$ cat src/rtl/core/asd_pkg.sv
`timescale 1ns / 1ps
// ----------------------------------------------------------------------------
// asd_pkg - shared types and constants of the auto-ranging segment drive
// Range codes, rounding and reciprocal constants, segment table and the
// request types that travel between the pipeline sections.
// ----------------------------------------------------------------------------
package asd_pkg;

  localparam int unsigned VALUE_W   = 24;
  localparam int unsigned SUM_W     = VALUE_W + 1;
  localparam int unsigned QUOT_W    = 15;
  localparam int unsigned NUM_W     = 14;
  localparam int unsigned RECIP_W   = 32;
  localparam int unsigned PROD_W    = SUM_W + RECIP_W;
  localparam int unsigned RECIP_SH  = 35;
  localparam int unsigned Q0_W      = PROD_W - RECIP_SH;
  localparam int unsigned DIGITS    = 4;
  localparam int unsigned SEG_W     = 7;

  // number of decimal places shown
  typedef logic [1:0] places_t;
  localparam places_t PLACES_0 = 2'd0;
  localparam places_t PLACES_1 = 2'd1;
  localparam places_t PLACES_2 = 2'd2;
  localparam places_t PLACES_3 = 2'd3;

  localparam logic [VALUE_W-1:0] LIMIT_3 = 24'd10000;
  localparam logic [VALUE_W-1:0] LIMIT_2 = 24'd100000;
  localparam logic [VALUE_W-1:0] LIMIT_1 = 24'd1000000;
  localparam logic [QUOT_W-1:0]  WRAP    = 15'd10000;

  typedef struct packed {
    logic [QUOT_W-1:0] q;
    places_t           places;
  } quot_t;

  typedef struct packed {
    logic [DIGITS-1:0][SEG_W-1:0] seg;
    logic [DIGITS-1:0]            dp_mask;
  } disp_t;

  // half of the dropped unit, added before truncation
  function automatic logic [9:0] round_add(places_t p);
    logic [9:0] r;
    unique case (p)
      PLACES_3: r = 10'd0;
      PLACES_2: r = 10'd5;
      PLACES_1: r = 10'd50;
      PLACES_0: r = 10'd500;
      default:  r = 10'd0;
    endcase
    return r;
  endfunction

  function automatic logic [9:0] divisor(places_t p);
    logic [9:0] d;
    unique case (p)
      PLACES_3: d = 10'd1;
      PLACES_2: d = 10'd10;
      PLACES_1: d = 10'd100;
      PLACES_0: d = 10'd1000;
      default:  d = 10'd1;
    endcase
    return d;
  endfunction

  // floor(2^35 / divisor), 0 for divisor 1; quotient estimate low by at most one
  function automatic logic [RECIP_W-1:0] recip(places_t p);
    logic [RECIP_W-1:0] m;
    unique case (p)
      PLACES_3: m = 32'd0;
      PLACES_2: m = 32'd3435973836;
      PLACES_1: m = 32'd343597383;
      PLACES_0: m = 32'd34359738;
      default:  m = 32'd0;
    endcase
    return m;
  endfunction

  // largest k in 0..9 with k * unit <= val
  function automatic logic [3:0] digit_of(logic [NUM_W-1:0] val, logic [9:0] unit);
    logic [3:0] d;
    d = 4'd0;
    for (int k = 1; k <= 9; k++) begin
      if ({18'd0, val} >= 32'(k) * {22'd0, unit}) d = 4'(k);
    end
    return d;
  endfunction

  // bit0 = a .. bit6 = g
  function automatic logic [SEG_W-1:0] seg_code(logic [3:0] d);
    logic [SEG_W-1:0] s;
    unique case (d)
      4'd0:    s = 7'h3F;
      4'd1:    s = 7'h06;
      4'd2:    s = 7'h5B;
      4'd3:    s = 7'h4F;
      4'd4:    s = 7'h66;
      4'd5:    s = 7'h6D;
      4'd6:    s = 7'h7D;
      4'd7:    s = 7'h07;
      4'd8:    s = 7'h7F;
      4'd9:    s = 7'h6F;
      default: s = 7'h00;
    endcase
    return s;
  endfunction

  // point on digit index 3 - places, none with zero places
  function automatic logic [DIGITS-1:0] dp_of(places_t p);
    logic [DIGITS-1:0] m;
    unique case (p)
      PLACES_3: m = 4'b0001;
      PLACES_2: m = 4'b0010;
      PLACES_1: m = 4'b0100;
      PLACES_0: m = 4'b0000;
      default:  m = 4'b0000;
    endcase
    return m;
  endfunction

endpackage

$ cat src/rtl/core/asd_digits.sv
`timescale 1ns / 1ps
// ----------------------------------------------------------------------------
// asd_digits - wrap to four digits and split into segment codes
// Three stages: modulo 10000, thousands and hundreds, tens and units.
// ----------------------------------------------------------------------------
module asd_digits (
  input  logic            clk,
  input  logic            rst_n,
  input  logic            in_valid,
  output logic            in_stall,
  input  asd_pkg::quot_t  in_item,
  output logic            out_valid,
  input  logic            out_stall,
  output asd_pkg::disp_t  out_disp
);
  import asd_pkg::*;

  logic              v4_r, v5_r, v6_r;
  logic              s4, s5, s6;
  logic [QUOT_W-1:0] wrapped;
  logic [NUM_W-1:0]  n4_r;
  places_t           pl4_r, pl5_r;
  logic [3:0]        th, hu, te, un;
  logic [NUM_W-1:0]  r1_full;
  logic [9:0]        r1;
  logic [9:0]        r2_full;
  logic [6:0]        r2;
  logic [6:0]        r3_full;
  logic [3:0]        th5_r, hu5_r;
  logic [6:0]        r2_5_r;
  disp_t             disp_nxt, disp6_r;

  assign s6       = v6_r & out_stall;
  assign s5       = v5_r & s6;
  assign s4       = v4_r & s5;
  assign in_stall = s4;

  // quotient stays below twice 10000, so one subtract wraps it
  assign wrapped = (in_item.q >= WRAP) ? in_item.q - WRAP : in_item.q;

  always_comb begin
    th      = digit_of(n4_r, 10'd1000);
    r1_full = n4_r - 14'(th) * 14'd1000;
    r1      = r1_full[9:0];
    hu      = digit_of({4'd0, r1}, 10'd100);
    r2_full = r1 - 10'(hu) * 10'd100;
    r2      = r2_full[6:0];
  end

  always_comb begin
    te       = digit_of({7'd0, r2_5_r}, 10'd10);
    r3_full  = r2_5_r - 7'(te) * 7'd10;
    un       = r3_full[3:0];
    disp_nxt.seg[0]  = seg_code(th5_r);
    disp_nxt.seg[1]  = seg_code(hu5_r);
    disp_nxt.seg[2]  = seg_code(te);
    disp_nxt.seg[3]  = seg_code(un);
    disp_nxt.dp_mask = dp_of(pl5_r);
  end

  always_ff @(posedge clk) begin
    if (!rst_n) begin
      v4_r <= 1'b0;
      v5_r <= 1'b0;
      v6_r <= 1'b0;
    end else begin
      if (!s4) v4_r <= in_valid;
      if (!s5) v5_r <= v4_r;
      if (!s6) v6_r <= v5_r;
    end
  end

  always_ff @(posedge clk) begin
    if (!s4) begin
      n4_r  <= wrapped[NUM_W-1:0];
      pl4_r <= in_item.places;
    end
    if (!s5) begin
      th5_r  <= th;
      hu5_r  <= hu;
      r2_5_r <= r2;
      pl5_r  <= pl4_r;
    end
    if (!s6) disp6_r <= disp_nxt;
  end

  assign out_valid = v6_r;
  assign out_disp  = disp6_r;

endmodule

$ cat config.mk
export PLATFORM = sky130hd
export DESIGN_NAME = asd_digits
export DESIGN_NICKNAME = d
export VERILOG_FILES = /design/src/rtl/core/asd_pkg.sv /design/src/rtl/core/asd_digits.sv
export SDC_FILE = /design/constraint.sdc
export NUM_CORES = 1
export LEC_CHECK = 0
export BUFFER_PORTS_ARGS = -buffer_cell sky130_fd_sc_hd__buf_2
export CAP_MARGIN = 0
export CORE_UTILIZATION = 59
export DETAILED_ROUTE_END_ITERATION = 6
export GPL_ROUTABILITY_DRIVEN = 0
export PLACE_DENSITY = 0.92
export SYNTH_ARGS = -nofsm -noshare
export SYNTH_HDL_FRONTEND = slang
export SYNTH_SLANG_ARGS = --single-unit
$ cat constraint.sdc
create_clock -name clk -period 8.1 [get_ports clk]
set_clock_uncertainty 0.15 [all_clocks]
set_input_delay 0.81 -clock clk [delete_from_list [all_inputs] [get_ports clk]]
set_output_delay 0.81 -clock clk [all_outputs]
set_load 0.005 [all_outputs]
==> results by group <==
Clocking
  • Clock slew at reported path FFs: 0.08 ns
  • CTS resizes: 0
  • # clock sinks: 67
  • Setup bufs post-CTS: 0
  • Clock Path Buffers: 2
  • H-tree Lvls: 3
  • Clk_lat worst skew: 0.35 ns
  • CTS Hold Bufs: 0
  • CTS Buf Count: 9
  • CTS root buffer: clkbuf_8
  • CTS tree: done

Layout
  • Antenna Cells: 0
  • Fill count: 516
  • Area growth syn-to-layout: 12.38%
  • Final nets: 561
  • Fraction of layout cells with a size suffix above 1: 0.1562

Logic synthesis
  • Netlist Area Pre-Place: 4528 sq um
  • Post-Syn Instances: 436
  • Post-synth EDFFs: 64
  • Count of different cell masters after synthesis: 57
  • Simple-gate share of the synthesized area: 0.1243
  • Sequential fraction of the synthesis area: 0.4377
  • #FFs+latches synth: 67
  • Largest family of logic cells by synthesized area: adder cells
  • Multiplexer share of the synthesized area: 0.01354
  • Synth Area in XOR/XNOR: 0.06162
  • Synth Area per Inst: 10.39 sq um
  • Syn nets: 509
  • Post-synthesis compound-gate area fraction: 0.1542
  • Ys async rst share: 0
  • Synth Area in Adders: 0.1575
  • Synth Flop Type: edfxtp_1
  • Ys Warns: 0

Routing
  • Via density: 5.608
  • Final ANT Viol Nets: 0
  • Routed WL: 8.244 mm
  • Met2 routed WL: 4.170 mm
  • Metal-1 WL: 3.418 mm
  • Highest Signal Layer: met4
  • Met3 wire length: 432 microns
  • 1st-pass router iterations: 4
  • Vias: 3320
  • Routed length per placed instance: 13.93 microns
  • Initial DRC count: 134
  • DR DRC count: 0

Global route
  • GRT Util Overall: 0.2276
  • Grt ovf: 0
  • Initial antenna violation count: 0
  • Global-route wire length before repair: 13.77 mm
  • Largest net degree at the start of global routing: 32
  • Vias in the first global route: 3134

Flow run
  • MaxCap Viol Count: 0

Critical path
  • Setup crit start: n4_r[10]$_DFFE_PN_
  • Worst R2R Start: n4_r[10]$_DFFE_PN_
  • Critical Path RT: 8.05 ns
  • Critical path launch point type: flop
  • CP max FO: 8
  • R2R depth: 25
  • Crit path kind: reg -> reg
  • Arrival @ worst endpoint: 6.69 ns
  • R2R setup slack: 1.36 ns
  • FF-to-FF End: r2_5_r[6]$_DFFE_PN_
  • Worst Setup End Kind: flop

Timing
  • Fmax: 148.4 MHz
  • RSZ-0062 raised after global routing: false
  • Max-slew violation count: 0
  • Worst slew pin tran: 1.181 ns
  • Max_slew headroom: 0.2111
  • Tmin final: 6.740 ns
  • Final Cycle Share: 0.8321
  • Setup violators final: 0
  • Final hold vios: 0
  • Setup TNS: 0 ns

Floorplan
  • Die Width: 89.61 microns
  • I/O Pins: 55
  • Core area: 7331 sq um
  • Die Area: 8029 sq um
  • Cell Rows: 31
  • Starting density of the core: 0.6177
  • Die height: 89.61 microns

Placement
  • HPWL after DPL: 5.967 mm
  • IO buf count: 53

Min path
  • Worst min path class: reg -> reg
  • Hold wc startpoint: pl4_r[1]$_DFFE_PN_
  • Hold path depth: 0
  • Worst hold endpoint: pl5_r[1]$_DFFE_PN_

Status
  • Status: finished clean
==> cell families after synthesis <==
kind of cell / count (synthesis)
flip-flops: 67
AO/OA/AOI/OAI: 109
multiplexers: 6
adder cells (fa/ha/maj): 53
buffers and inverters: 59
XOR/XNOR: 31
other: 1
AND/OR/NAND/NOR: 110
==> metrics by stage <==
step	hold slack [ns]	instances	utilization	instance area, sq um	setup WS, ns
finish	0.2725	592	0.6941	5089	1.360
global route	0.2797	592	0.6941	5089	0.9300
CTS	0.2734	592	0.6941	5089	1.386
detailed placement	0.2545	576	0.6638	4866	1.541
global placement	0.2542	576	0.6638	4866	1.750
floorplan	0.2503	436	-	4528	2.047
==> cells in the final DEF, fill, tap and decap left out, drive strengths merged, types with 3 or more instances in the layout <==
master  count
clkbuf      9
nand2b      9
nand2      27
or2         3
o211ai      6
a211oi      5
nor2b      10
o31ai       3
dfxtp       3
buf        53
nor3       11
a21o        8
o21ai      26
edfxtp     64
a21oi      21
a31oi       5
o21a        7
xor2        5
o22ai      16
nor4        5
ha         45
inv        49
nor2       24
xnor2      26
nand3       8
fa          7
mux2i       5
==> cell type report <==
cell class / count / area, sq um / share of cell area
Clock buffer: 9 / 123.9 / 0.02434
Sequential cell: 67 / 1982 / 0.3895
Inverter: 47 / 176.4 / 0.03467
Clock inverter: 7 / 98.84 / 0.01942
Timing Repair Buffer: 53 / 265.3 / 0.05213
Multi-Input combinational cell: 310 / 2318 / 0.4556
Tap cell: 99 / 123.9 / 0.02434
==> synthesized netlist by cell type (2+ instances only) <==
library cell,number,area share
edfxtp_1,64,0.42
inv_1,47,0.039
ha_1,45,0.12
nand2_1,27,0.022
xnor2_1,25,0.048
nor2_1,24,0.020
o21ai_0,24,0.027
a21oi_1,21,0.023
o22ai_1,16,0.022
nor3_1,11,0.012
nor2b_1,10,0.014
nand2b_1,9,0.012
a21o_1,8,0.013
clkbuf_1,8,0.0066
nand3_1,8,0.0088
fa_1,7,0.031
o21a_1,7,0.012
a211oi_1,5,0.0083
a31oi_1,5,0.0069
mux2i_1,5,0.011
o211ai_1,5,0.0083
xor2_1,5,0.0097
nor4_1,4,0.0055
dfxtp_1,3,0.013
o31ai_1,3,0.0050
or2_2,3,0.0041
a22oi_1,2,0.0033
and2_1,2,0.0028
and3_1,2,0.0028
nand3b_1,2,0.0033
nand4_1,2,0.0028
nor3b_1,2,0.0033
==> state kept, by name, indices dropped and copies added, names as in the netlist <==
name,flops
th5_r,4
pl5_r,2
out_disp,31
v5_r,1
r2_5_r,7
pl4_r,2
v4_r,1
hu5_r,4
out_valid,1
n4_r,14
==> worst max-delay path by stage <==
stage	to	depth (start not counted)
floorplan	r2_5_r[6]$_DFFE_PN_	26
global placement	r2_5_r[6]$_DFFE_PN_	25
detailed placement	r2_5_r[6]$_DFFE_PN_	25
CTS	r2_5_r[6]$_DFFE_PN_	25
global route	r2_5_r[6]$_DFFE_PN_	25
finish	r2_5_r[6]$_DFFE_PN_	25
==> critical path, cell delays in order, from the launching register on <==
cell	delay (ns)
edfxtp_1	0.49
nand3_1	0.19
o31ai_1	0.56
or2_2	0.25
inv_1	0.10
fa_1	0.58
inv_1	0.06
fa_1	0.49
inv_1	0.04
ha_1	0.31
xnor2_1	0.19
ha_1	0.31
nor3b_1	0.16
mux2_2	0.27
nor2_1	0.35
o211ai_1	0.18
o311ai_0	0.17
o21ai_0	0.26
ha_1	0.27
fa_1	0.41
inv_1	0.09
a21o_1	0.11
a21oi_1	0.07
xnor2_1	0.14
xnor2_1	0.14
xnor2_1	0.15
==> per-layer routing <==
metal,vias up,global-route usage
li1,1667,-
met1,1510,0.2644
met2,123,0.4029
met3,20,0.05393
met4,0,0.09668
met5,-,0
Power is not shown: default switching activity piles up to over one toggle a cycle in this logic, so the estimate is an artifact.
