--- config.mk ---
export PLATFORM = sky130hd
export DESIGN_NAME = asd_scan
export DESIGN_NICKNAME = d
export VERILOG_FILES = /design/src/rtl/core/asd_pkg.sv /design/src/rtl/core/asd_scan.sv
export SDC_FILE = /design/constraint.sdc
export NUM_CORES = 1
export LEC_CHECK = 0
export BUFFER_PORTS_ARGS = -buffer_cell sky130_fd_sc_hd__buf_2
export CORE_MARGIN = 3
export CORE_UTILIZATION = 32
export DETAILED_ROUTE_END_ITERATION = 16
export PLACE_DENSITY = 0.64
export SLEW_MARGIN = 30
export SYNTH_ARGS = -nofsm -noshare
export SYNTH_HDL_FRONTEND = slang
export SYNTH_SLANG_ARGS = --single-unit
--- constraint.sdc ---
create_clock -name clk -period 2.42 [get_ports clk]
set_input_delay 0.484 -clock clk [delete_from_list [all_inputs] [get_ports clk]]
set_output_delay 0.484 -clock clk [all_outputs]
set_load 0.005 [all_outputs]
--- src/rtl/core/asd_pkg.sv ---
`timescale 1ns / 1ps
// ----------------------------------------------------------------------------
// asd_pkg - shared types and constants of the auto-ranging segment drive
// Range codes, rounding and reciprocal constants, segment table and the
// request types that travel between the pipeline sections.
// ----------------------------------------------------------------------------
package asd_pkg;

  localparam int unsigned VALUE_W   = 24;
  localparam int unsigned SUM_W     = VALUE_W + 1;
  localparam int unsigned QUOT_W    = 15;
  localparam int unsigned NUM_W     = 14;
  localparam int unsigned RECIP_W   = 32;
  localparam int unsigned PROD_W    = SUM_W + RECIP_W;
  localparam int unsigned RECIP_SH  = 35;
  localparam int unsigned Q0_W      = PROD_W - RECIP_SH;
  localparam int unsigned DIGITS    = 4;
  localparam int unsigned SEG_W     = 7;

  // number of decimal places shown
  typedef logic [1:0] places_t;
  localparam places_t PLACES_0 = 2'd0;
  localparam places_t PLACES_1 = 2'd1;
  localparam places_t PLACES_2 = 2'd2;
  localparam places_t PLACES_3 = 2'd3;

  localparam logic [VALUE_W-1:0] LIMIT_3 = 24'd10000;
  localparam logic [VALUE_W-1:0] LIMIT_2 = 24'd100000;
  localparam logic [VALUE_W-1:0] LIMIT_1 = 24'd1000000;
  localparam logic [QUOT_W-1:0]  WRAP    = 15'd10000;

  typedef struct packed {
    logic [QUOT_W-1:0] q;
    places_t           places;
  } quot_t;

  typedef struct packed {
    logic [DIGITS-1:0][SEG_W-1:0] seg;
    logic [DIGITS-1:0]            dp_mask;
  } disp_t;

  // half of the dropped unit, added before truncation
  function automatic logic [9:0] round_add(places_t p);
    logic [9:0] r;
    unique case (p)
      PLACES_3: r = 10'd0;
      PLACES_2: r = 10'd5;
      PLACES_1: r = 10'd50;
      PLACES_0: r = 10'd500;
      default:  r = 10'd0;
    endcase
    return r;
  endfunction

  function automatic logic [9:0] divisor(places_t p);
    logic [9:0] d;
    unique case (p)
      PLACES_3: d = 10'd1;
      PLACES_2: d = 10'd10;
      PLACES_1: d = 10'd100;
      PLACES_0: d = 10'd1000;
      default:  d = 10'd1;
    endcase
    return d;
  endfunction

  // floor(2^35 / divisor), 0 for divisor 1; quotient estimate low by at most one
  function automatic logic [RECIP_W-1:0] recip(places_t p);
    logic [RECIP_W-1:0] m;
    unique case (p)
      PLACES_3: m = 32'd0;
      PLACES_2: m = 32'd3435973836;
      PLACES_1: m = 32'd343597383;
      PLACES_0: m = 32'd34359738;
      default:  m = 32'd0;
    endcase
    return m;
  endfunction

  // largest k in 0..9 with k * unit <= val
  function automatic logic [3:0] digit_of(logic [NUM_W-1:0] val, logic [9:0] unit);
    logic [3:0] d;
    d = 4'd0;
    for (int k = 1; k <= 9; k++) begin
      if ({18'd0, val} >= 32'(k) * {22'd0, unit}) d = 4'(k);
    end
    return d;
  endfunction

  // bit0 = a .. bit6 = g
  function automatic logic [SEG_W-1:0] seg_code(logic [3:0] d);
    logic [SEG_W-1:0] s;
    unique case (d)
      4'd0:    s = 7'h3F;
      4'd1:    s = 7'h06;
      4'd2:    s = 7'h5B;
      4'd3:    s = 7'h4F;
      4'd4:    s = 7'h66;
      4'd5:    s = 7'h6D;
      4'd6:    s = 7'h7D;
      4'd7:    s = 7'h07;
      4'd8:    s = 7'h7F;
      4'd9:    s = 7'h6F;
      default: s = 7'h00;
    endcase
    return s;
  endfunction

  // point on digit index 3 - places, none with zero places
  function automatic logic [DIGITS-1:0] dp_of(places_t p);
    logic [DIGITS-1:0] m;
    unique case (p)
      PLACES_3: m = 4'b0001;
      PLACES_2: m = 4'b0010;
      PLACES_1: m = 4'b0100;
      PLACES_0: m = 4'b0000;
      default:  m = 4'b0000;
    endcase
    return m;
  endfunction

endpackage

--- src/rtl/core/asd_scan.sv ---
`timescale 1ns / 1ps
// ----------------------------------------------------------------------------
// asd_scan - digit scan serializer
// Holds one four-digit request and sends it as four digit results, left to
// right; loads the next request as the last digit leaves.
// ----------------------------------------------------------------------------
module asd_scan (
  input  logic                        clk,
  input  logic                        rst_n,
  input  logic                        in_valid,
  output logic                        in_stall,
  input  asd_pkg::disp_t              in_disp,
  output logic                        out_valid,
  input  logic                        out_stall,
  output logic [asd_pkg::DIGITS-1:0]  out_digit_select_n,
  output logic [asd_pkg::SEG_W-1:0]   out_segments,
  output logic                        out_decimal_point,
  output logic                        out_last_digit
);
  import asd_pkg::*;

  logic        busy_r;
  logic [1:0]  cnt_r;
  disp_t       disp_r;
  logic        last;
  logic        done;
  logic        load;

  assign last     = (cnt_r == 2'd3);
  assign done     = busy_r & ~out_stall & last;
  assign in_stall = busy_r & ~done;
  assign load     = in_valid & ~in_stall;

  always_ff @(posedge clk) begin
    if (!rst_n) begin
      busy_r <= 1'b0;
      cnt_r  <= 2'd0;
    end else if (load) begin
      busy_r <= 1'b1;
      cnt_r  <= 2'd0;
    end else if (busy_r && !out_stall) begin
      if (last) busy_r <= 1'b0;
      cnt_r <= cnt_r + 2'd1;
    end
  end

  always_ff @(posedge clk) begin
    if (load) disp_r <= in_disp;
  end

  assign out_valid          = busy_r;
  assign out_digit_select_n = ~(4'b0001 << cnt_r);
  assign out_segments       = disp_r.seg[cnt_r];
  assign out_decimal_point  = disp_r.dp_mask[cnt_r];
  assign out_last_digit     = last;

endmodule

==> metrics.md, run 1 <==
| Metric | Value |
|---|---|
| Final #Nets | 165 |
| Leakage Power | 0.692 nW |
| Slew Limit Headroom | 0.738 |
| Flops & latches, synth | 35 |
| Worst-path clk slew | ~60 ps |
| CTS Hold Bufs | 0 |
| Htree depth | 2 |
| Critical path arrival | 1670 ps |
| Sequential area share after synthesis | 0.749 |
| Die area | roughly 5100 sq um |
| First-pass GRT wire length | 3740 microns |
| Post-DP HPWL | 1750 microns |
| IO buf count | 50 |
| Clk_skew | approximately 4.7 ps |
| Min Tclk post-route | 2150 ps |
| PwrDens | 667 nW/um^2 |
| Max rail drop VDD | roughly 470 uV |
| Critical path endpoint category | output port |
| Clock share of power | 0.318 |
| Synth top area cells | edfxtp_1 70%, mux4_2 13%, dfxtp_1 4.4% |
| Hold path depth | 1 |
| Die width | 71.3 microns |
| Layout cell share with drive strength beyond 1 | 0.544 |
| Tot GR Track Use | 0.0999 |
| Placed Area | 1690 sq um |
| DRC | 0 |
| WL/cell | 13.2 microns |
| Post-Place Worst Slack | 550 ps |
| Filler Cell Count | 382 |
| Max Freq | 0.464 GHz |
| Largest area contributor in the netlist | edfxtp_1 |
| Netlist cell types | 15 |
| Ports | 51 |
| Area added between synthesis and finish | 29.3% |
| Switching pwr | 0.000233 W |
| Max Cap Viol | 0 |
| GR Overflow Total | 0 |
| WP data required | 1940 ps |
| Initial antenna violation count | 0 |
| Hold Startpoint | in_disp[27] |
| Antenna Nets Post-Route | 0 |
| Cell depth of the worst flop-to-flop path | 5 |
| Worst Tran Pin Value | 393 ps |
| RSZ-0062 raised after global routing | false |
| CTS max path bufs | 2 |
| Via-per-instance ratio | roughly 4.4 |
| Vias in the first global route | 814 |
| Syn_nets | 107 |
| Root buffer cell | clkbuf_8 |
| Total core area | ~4100 sq um |
| Num Clock Sinks | 35 |
| DRT Pass-1 Iters | 4 |
| Combinational power share | 0.080 |
| Hold/Removal Path Class | in -> reg |
| Switching part of the total | 0.198 |
| Crit path kind | reg -> out |
| Final clock period utilization by the worst path | 0.890 |
| Worst-Skew Late Latency | ~280 ps |
| TritonCTS clock tree | yes |
| Placer Congestion | 0.746 |
| Std-Cell Rows | 23 |
| Initial Utilization | 0.336 |
| TNS Setup | 0 ps |
| Post-Synthesis Cells | 67 |
| Final hold violation count | 0 |
| Power Internal | between 0.0009 and 0.001 W |
| Cts bufs inserted | 5 |
| Chip height | just over 70 microns |
| Final Setup Violations | 0 |
| Final instance area | about 1800 sq um |
| CP Launch Type | register |
| Largest net degree at the start of global routing | 33 |
| Total wire length | 2310 microns |
| Post-CTS sizing | 0 |
| Ys Warns | 0 |
| Netlist Area Pre-Place | 1360 sq um |
| Worst r2r src | cnt_r[0]$_SDFFE_PP0N_ |
| DRT iter0 DRCs | 21 |
| Via Count | 777 |
| Worst-path fanout max | 8 |
| Status | completed |
| # diodes | 0 |
| Post-route setup slack | 267 ps |
| Post-CTS setup buffer count | 0 |
| Seq pwr share | 0.602 |
| Crit path launch | cnt_r[0]$_SDFFE_PP0N_ |
| Top cell type's share of synthesized area | 0.705 |
| Mapped Avg Cell Area | 20.4 sq um |
| Slew Viols, Final | 0 |
==> sequential cells by signal (all words and copies together) (netlist names) <==
name and count:
cnt_r 2, disp_r 32, out_valid 1
==> layout make-up <==
type	count	area (sq um)	share of cell area
clock buffers	5	68.8	0.0390
clock inverters	2	8.76	0.00497
inverters	7	26.3	0.0149
multi-input cells	23	303	0.172
flip-flops and latches	35	1020	0.579
well taps	50	62.6	0.0355
repair buffers	53	273	0.155
==> metrics by stage <==
step	cells	hold WS, ps	utilization	power, W
floorplan	67	583	-	0.000764
global placement	168	645	0.415	0.000814
detailed placement	168	662	0.415	0.000818
CTS	175	360	0.434	0.00120
global route	175	355	0.434	0.00124
finish	175	377	0.434	0.00118
==> logic make-up (layout without fill, tap and decap cells) <==
logic type	count (synthesis)	count (layout)	synth area share
buffers and inverters	9	67	0.0312
muxes	9	9	0.139
adders and majority gates	4	4	0.0367
DFF	35	35	0.749
xor gates and xnor gates	1	1	0.00642
AOI/OAI and AO/OA	2	2	0.0110
and+or+nand+nor	7	7	0.0266
==> cells in the final DEF (no fill, tap or decap), drive strengths merged, types with 2 or more instances in the layout <==
master / count
buf: 53
edfxtp: 32
mux4: 8
inv: 7
clkbuf: 5
ha: 4
dfxtp: 3
nor2: 3
nand2b: 2
clkinv: 2
==> worst paths after layout <==
kind	slack, ps	to
setup / recovery	270	out_segments[0]
hold / removal	380	disp_r[27]$_DFFE_PP_
setup reg to reg	620	disp_r[21]$_DFFE_PP_
hold reg to reg	680	out_valid$_SDFFE_PN0P_
==> worst max-delay path, cell delays in order (launching register included) <==
cell	delay, ps
dfxtp_1	470
buf_4	260
mux4_2	520
buf_2	140
==> power by group through the flow <==
| stage | registers [W] | logic (W) | clock network (W) |
|---|---|---|---|
| 3_3_place_gp | 0.000720 | 0.0000941 | 0 |
| 4_1_cts | 0.000708 | 0.0000969 | 0.000392 |
| 2_1_floorplan | 0.000717 | 0.0000462 | 0 |
| 6_report | 0.000707 | 0.0000945 | 0.000374 |
| 3_5_place_dp | 0.000721 | 0.0000962 | 0 |
| 5_1_grt | 0.000710 | 0.000106 | 0.000421 |
==> cells in the mapped netlist <==
cell type,number
mux2i_1,1
xnor2_1,1
dfxtp_1,3
ha_1,4
inv_1,7
o211ai_1,1
o21a_1,1
nor2_1,3
and2_1,1
buf_2,1
edfxtp_1,32
nor2b_1,1
mux4_2,8
buf_6,1
nand2b_1,2
==> layer usage <==
metal | wire (microns) | vias to the layer above | part of all wire | GRT usage
met1 | 835 | 366 | 0.36 | 0.114
met4 | 21 | 0 | 0.0091 | 0.0501
li1 | - | 369 | - | -
met5 | 0 | - | 0 | 0
met2 | 1170 | 39 | 0.51 | 0.158
met3 | 285 | 3 | 0.12 | 0.0463
(Power assumes the default switching activity.)
==> run 2: changes to the inputs <==
--- a/config.mk
+++ b/config.mk
@@ -7,3 +7,4 @@
 export LEC_CHECK = 0
-export BUFFER_PORTS_ARGS = -buffer_cell sky130_fd_sc_hd__buf_2
+export BUFFER_PORTS_ARGS = -buffer_cell sky130_fd_sc_hd__buf_4
+export CAP_MARGIN = 30
 export CORE_MARGIN = 3
==> constraint.sdc (replaced) <==
create_clock -name clk -period 2.42 [get_ports clk]
set_input_delay 0.242 -clock clk [delete_from_list [all_inputs] [get_ports clk]]
set_output_delay 0.242 -clock clk [all_outputs]
set_load 0.005 [all_outputs]
==> metrics.md, run 2 (synthesis results as in run 1) <==
| Metric | Value |
|---|---|
| Leakage Power | ~0.74 nW |
| Cts bufs inserted | 5 |
| GR Overflow Total | 0 |
| Tot GR Track Use | 0.103 |
| Std-Cell Rows | 23 |
| Commonest non-fill, non-tap cell in the layout | buf_4 |
| Slew Viols, Final | 0 |
| Worst-path fanout max | 11 |
| Largest net degree at the start of global routing | 33 |
| # diodes | 0 |
| DRC | 0 |
| Initial antenna violation count | 0 |
| Clock share of power | 0.324 |
| WL/cell | roughly 14 microns |
| Via Count | 768 |
| Non-filler cells in the finished layout | 176 |
| Worst r2r src | cnt_r[0]$_SDFFE_PP0N_ |
| Post-layout util | 0.467 |
| Antenna Nets Post-Route | 0 |
| Max Cap Viol | 0 |
| IO buf count | 50 |
| Final clock period utilization by the worst path | 0.740 |
| DRT iter0 DRCs | 31 |
| Cell depth of the worst flop-to-flop path | 5 |
| Hold Startpoint | in_disp[2] |
| PwrDens | about 640 nW/um^2 |
| Max reg flops | 32 |
| TritonCTS clock tree | yes |
| Status | completed |
| Commonest cells after routing, fill and taps aside | 53 x buf_4, 32 x edfxtp_1, 8 x mux4_2, 7 x inv_1, 5 x clkbuf_8 |
| Die area | 5080 sq um |
| Critical path endpoint category | output port |
| Num Clock Sinks | 35 |
| WHS Endpoint | disp_r[2]$_DFFE_PP_ |
| Clk_skew | 4.30 ps |
| R2R setup slack | 810 ps |
| Final #Nets | 165 |
| Worst Tran Pin Value | between 300 and 400 ps |
| Power Internal | between 0.0009 and 0.001 W |
| RSZ-0062 raised after global routing | false |
| Worst R2R End | disp_r[8]$_DFFE_PP_ |
| Switching part of the total | 0.202 |
| Layout cell share with drive strength beyond 1 | 0.548 |
| Total wire length | about 2400 microns |
| Hold path depth | 1 |
| Total core area | 4060 sq um |
| Post-CTS sizing | 0 |
| Filler Cell Count | between 300 and 400 |
| Ports | 51 |
| Max Freq | between 0.5 and 0.6 GHz |
| Die width | 71.3 microns |
| Top reg by flops | disp_r |
| Worst-path clk slew | 70 ps |
| Hold/Removal Path Class | in -> reg |
| CP Launch Type | register |
| Min Tclk post-route | 1790 ps |
| Initial Utilization | 0.336 |
| WP data required | ~2200 ps |
| Combined area of the multi-input logic cells | 303 sq um |
| Max rail drop VDD | between 300 and 400 uV |
| Slew Limit Headroom | 0.734 |
| Crit path kind | reg -> out |
| Root buffer cell | clkbuf_8 |
| Combinational power share | 0.098 |
| Area added between synthesis and finish | 39.0% |
| Seq pwr share | 0.578 |
| CTS max path bufs | 2 |
| First-pass GRT wire length | 3950 microns |
| Placed cells | roughly 170 |
| Chip height | 71.3 microns |
| Htree depth | 2 |
| Vias in the first global route | between 800 and 900 |
| CTS Hold Bufs | 0 |
| DRT Pass-1 Iters | 3 |
| Via-per-instance ratio | 4.36 |
| Post-DP HPWL | ~1800 microns |
| Post-CTS setup buffer count | 0 |
| Final Setup Violations | 0 |
| Final hold violation count | 0 |
| Switching pwr | between 0.0002 and 0.00025 W |
| Placer Congestion | 0.717 |
| Register area | 1020 sq um |
| Critical path arrival | 1550 ps |
| TNS Setup | 0 ps |
| Worst-Skew Late Latency | 280 ps |
| Design Power | between 0.001 and 0.0015 W |
==> run 2: changes by cell type in the layout (fill, tap and decap cells not counted) <==
cell	previous run	this run
clkbuf_1	0	1
clkinv_1	1	0
buf_4	3	53
buf_2	50	0
clkinvlp_4	0	1
==> run 2: area by class of cell <==
class	count	area share
timing repair buffer	53	0.210
clock inverter	2	0.00660
multi-input combinational	23	0.160
tap	50	0.0330
inverter	7	0.0139
sequential	35	0.539
clock buffer	6	0.0383
==> run 2: metal layers <==
metal	routed length, microns	global-route usage	part of all wire
met2	1180	0.160	0.49
met5	0	0	0
met4	0	0.0251	0
met1	981	0.125	0.41
met3	234	0.0575	0.098
==> run 2: per-stage QoR <==
| stage | area [sq um] | hold WS, ps | worst slack, ps |
|---|---|---|---|
| floorplan | 1370 | 341 | 352 |
| global placement | 1810 | 420 | 876 |
| detailed placement | 1810 | 421 | 815 |
| CTS | 1900 | 127 | 612 |
| global route | 1900 | 116 | 532 |
| finish | 1900 | 135 | 628 |
==> run 2: worst max-delay path, cell delays in order (launching register included) <==
cell and delay, ps:
dfxtp_1 330, buf_4 240, mux4_2 550, buf_4 150
==> run 2: how the worst max path moves through the flow <==
stage,to,slack [ps],startpoint
2_1_floorplan,disp_r[0]$_DFFE_PP_,350,cnt_r[0]$_SDFFE_PP0N_
3_3_place_gp,disp_r[2]$_DFFE_PP_,880,cnt_r[0]$_SDFFE_PP0N_
3_5_place_dp,disp_r[18]$_DFFE_PP_,820,cnt_r[0]$_SDFFE_PP0N_
4_1_cts,out_segments[3],610,cnt_r[0]$_SDFFE_PP0N_
5_1_grt,out_segments[3],530,cnt_r[0]$_SDFFE_PP0N_
6_report,out_segments[3],630,cnt_r[0]$_SDFFE_PP0N_
==> run 2: power by group through the flow <==
stage	sequential [W]	combinational (W)	clock, W
floorplan	0.000717	0.0000462	0
global placement	0.000718	0.000120	0
detailed placement	0.000720	0.000122	0
CTS	0.000707	0.000122	0.000406
global route	0.000710	0.000132	0.000440
finish	0.000706	0.000120	0.000396
==> run 3: changes to the inputs <==
- ABC_AREA: not set -> 1
- PLACE_DENSITY: 0.64 -> 0.63
- clock period: 2.42 -> 1.5 ns (I/O delays scaled with it)
==> metrics.md, run 3 <==
| Metric | Value |
|---|---|
| Status | completed |
| Syn_nets | 166 |
| Post-route setup slack | 64.6 ps |
| Slew Limit Headroom | 0.890 |
| Flops & latches, synth | 35 |
| Vias in the first global route | just over 1k |
| TNS Setup | 0 ps |
| Hold Startpoint | in_disp[13] |
| Commonest non-fill, non-tap cell in the layout | buf_4 |
| Die area | 5520 sq um |
| Htree depth | 2 |
| Leakage Power | 0.899 nW |
| Post-DP HPWL | 2090 microns |
| GR Overflow Total | 0 |
| Final clock period utilization by the worst path | 0.957 |
| Ports | 51 |
| Final hold violation count | 0 |
| Num Clock Sinks | 35 |
| Max rail drop VDD | roughly 600 uV |
| Cell with the most instances after synthesis | edfxtp_1 |
| Largest net degree at the start of global routing | 28 |
| Cell mode on critical path | buf_4 |
| DRT iter0 DRCs | 27 |
| Sequential area share after synthesis | 0.685 |
| WP buf/inv | 3 |
| Worst Tran Pin Value | 164 ps |
| Ys Warns | 0 |
| Cell depth of the worst flop-to-flop path | 7 |
| WL/cell | 11.8 microns |
| Die width | 74.3 microns |
| Worst r2r src | cnt_r[0]$_SDFFE_PP0N_ |
| Max Cap Viol | 0 |
| Tot GR Track Use | 0.109 |
| Area added between synthesis and finish | 39.3% |
| Hold path depth | 1 |
| Total core area | 4410 sq um |
| First-pass GRT wire length | 4480 microns |
| Worst-path clk slew | 70 ps |
| Std-Cell Rows | 24 |
| Initial antenna violation count | 0 |
| CTS Hold Bufs | 0 |
| Post-Place Worst Slack | 221 ps |
| Total wire length | 2800 microns |
| Post-synth ARST share | 0 |
| Worst path slowest cell | dfxtp_4 |
| Final Setup Violations | 0 |
| Netlist Area Pre-Place | 1490 sq um |
| RSZ-0062 raised after global routing | true |
| Max reg flops | 32 |
| Cts bufs inserted | 5 |
| PwrDens | 957 nW/um^2 |
| Top post-synthesis cells by count | 32 x edfxtp_1, 25 x nand2_1, 18 x inv_1, 18 x nor2_1, 8 x o211ai_1 |
| Top reg by flops | disp_r |
| WP data required | 1350 ps |
| Initial Utilization | 0.338 |
| Crit path kind | reg -> out |
| Top cell type's share of synthesized area | 0.644 |
| Non-filler cells in the finished layout | about 240 |
| Post-Synthesis Cells | 126 |
| Synth Flop Type | edfxtp_1 |
| Final #Nets | 225 |
| DRC | 0 |
| Slew Viols, Final | 0 |
| Via-per-instance ratio | 4.26 |
| # diodes | 0 |
| Worst-Skew Late Latency | 280 ps |
| Placed cells | 227 |
| Worst R2R End | disp_r[10]$_DFFE_PP_ |
| CP Cell Sequence | buf_8 -> buf_4 -> o21ai_1 -> nand2_1 -> buf_4 |
| Layout cell share with drive strength beyond 1 | 0.392 |
| Max Freq | 0.697 GHz |
| Post-layout util | 0.471 |
| Root buffer cell | clkbuf_8 |
| Min Tclk post-route | ~1400 ps |
| CTS max path bufs | 2 |
| TritonCTS clock tree | yes |
| Top Family by Delay on Critical Path | buffers and inverters |
| IO buf count | 50 |
| Worst-path fanout max | 7 |
| Mapped Avg Cell Area | 11.8 sq um |
| Chip height | 74.3 microns |
| Via Count | 1014 |
| Commonest cells after routing, fill and taps aside | 54 x buf_4, 32 x edfxtp_1, 24 x nand2_1, 17 x inv_1, 16 x nor2_1 |
| Critical path arrival | 1290 ps |
| Hold/Removal Path Class | in -> reg |
| Antenna Nets Post-Route | 0 |
| DRT Pass-1 Iters | 4 |
| Critical path endpoint category | output port |
| R2R setup slack | about 100 ps |
| Synth top area cells | edfxtp_1 64%, nand2_1 6.3%, inv_1 4.5% |
| Largest area contributor in the netlist | edfxtp_1 |
| Placer Congestion | 0.769 |
| Clk_skew | 5.53 ps |
| Netlist cell types | 14 |
| WHS Endpoint | disp_r[13]$_DFFE_PP_ |
| Post-synth EDFFs | 32 |
| CP Launch Type | register |
| CP peak stage delay | between 300 and 400 ps |
run 3: metal layers:
layer | up-vias | routed length (microns) | track usage
li1 | 535 | - | -
met1 | 438 | 1180 | 0.129
met2 | 37 | 1350 | 0.183
met3 | 4 | 241 | 0.0446
met4 | 0 | 31 | 0.0356
met5 | - | 0 | 0
run 3: power breakdown:
part	internal, W	switching, W
Sequential	0.00113	0.0000167
Combinational	0.000129	0.000102
Clock	0.000316	0.000299
Total	0.00157	0.000418
run 3: layout make-up:
| class | instances | area [sq um] |
|---|---|---|
| fillers | 419 | 2340 |
| flip-flops and latches | 35 | 1030 |
| repair buffers | 57 | 452 |
| multi-input cells | 67 | 363 |
| inverters | 19 | 91.3 |
| clock buffers | 6 | 72.6 |
| well taps | 52 | 65.1 |
| clock inverters | 2 | 7.51 |
run 3: kinds of logic (layout without fill, tap and decap cells):
logic type,after synthesis,count (layout),synth area share
DFF,35,35,0.685
buffers and inverters,24,84,0.0914
and+or+nand+nor,47,47,0.123
AOI/OAI and AO/OA,16,16,0.0671
adders and majority gates,4,4,0.0336
run 3: worst max path at each step:
stage,from,end,slack [ps],cells past startpoint
finish,cnt_r[0]$_SDFFE_PP0N_,out_segments[0],60,5
global route,cnt_r[0]$_SDFFE_PP0N_,out_segments[0],-10,6
CTS,cnt_r[0]$_SDFFE_PP0N_,out_segments[6],10,7
detailed placement,cnt_r[1]$_SDFFE_PP0N_,disp_r[13]$_DFFE_PP_,220,6
global placement,cnt_r[0]$_SDFFE_PP0N_,cnt_r[1]$_SDFFE_PP0N_,250,7
floorplan,cnt_r[1]$_SDFFE_PP0N_,disp_r[0]$_DFFE_PP_,-10,5
run 3: worst register-to-register path: cells and delay by family (launching register included):
| kind | cells | cell delay (ps) |
|---|---|---|
| buffers and inverters | 3 | 430 |
| AND/OR/NAND/NOR | 3 | 230 |
| adder cells (fa/ha/maj) | 1 | 160 |
| flip-flops | 1 | 350 |
run 3: repair_timing:
action	CTS	global route
endpoints found under the hold margin	0	0
gates resized for setup	3	15
setup buffers	2	1
setup endpoints to repair	8	10
run 3: metrics by stage:
| step | instance area, sq um | hold slack (ps) | total power, W |
|---|---|---|---|
| after floorplan | 1510 | 249 | 0.00125 |
| after global placement | 1940 | 328 | 0.00138 |
| after detailed placement | 1940 | 329 | 0.00138 |
| after CTS | 2040 | 34.6 | 0.00201 |
| after global routing | 2080 | 30.7 | 0.00209 |
| final | 2080 | 43.9 | 0.00199 |
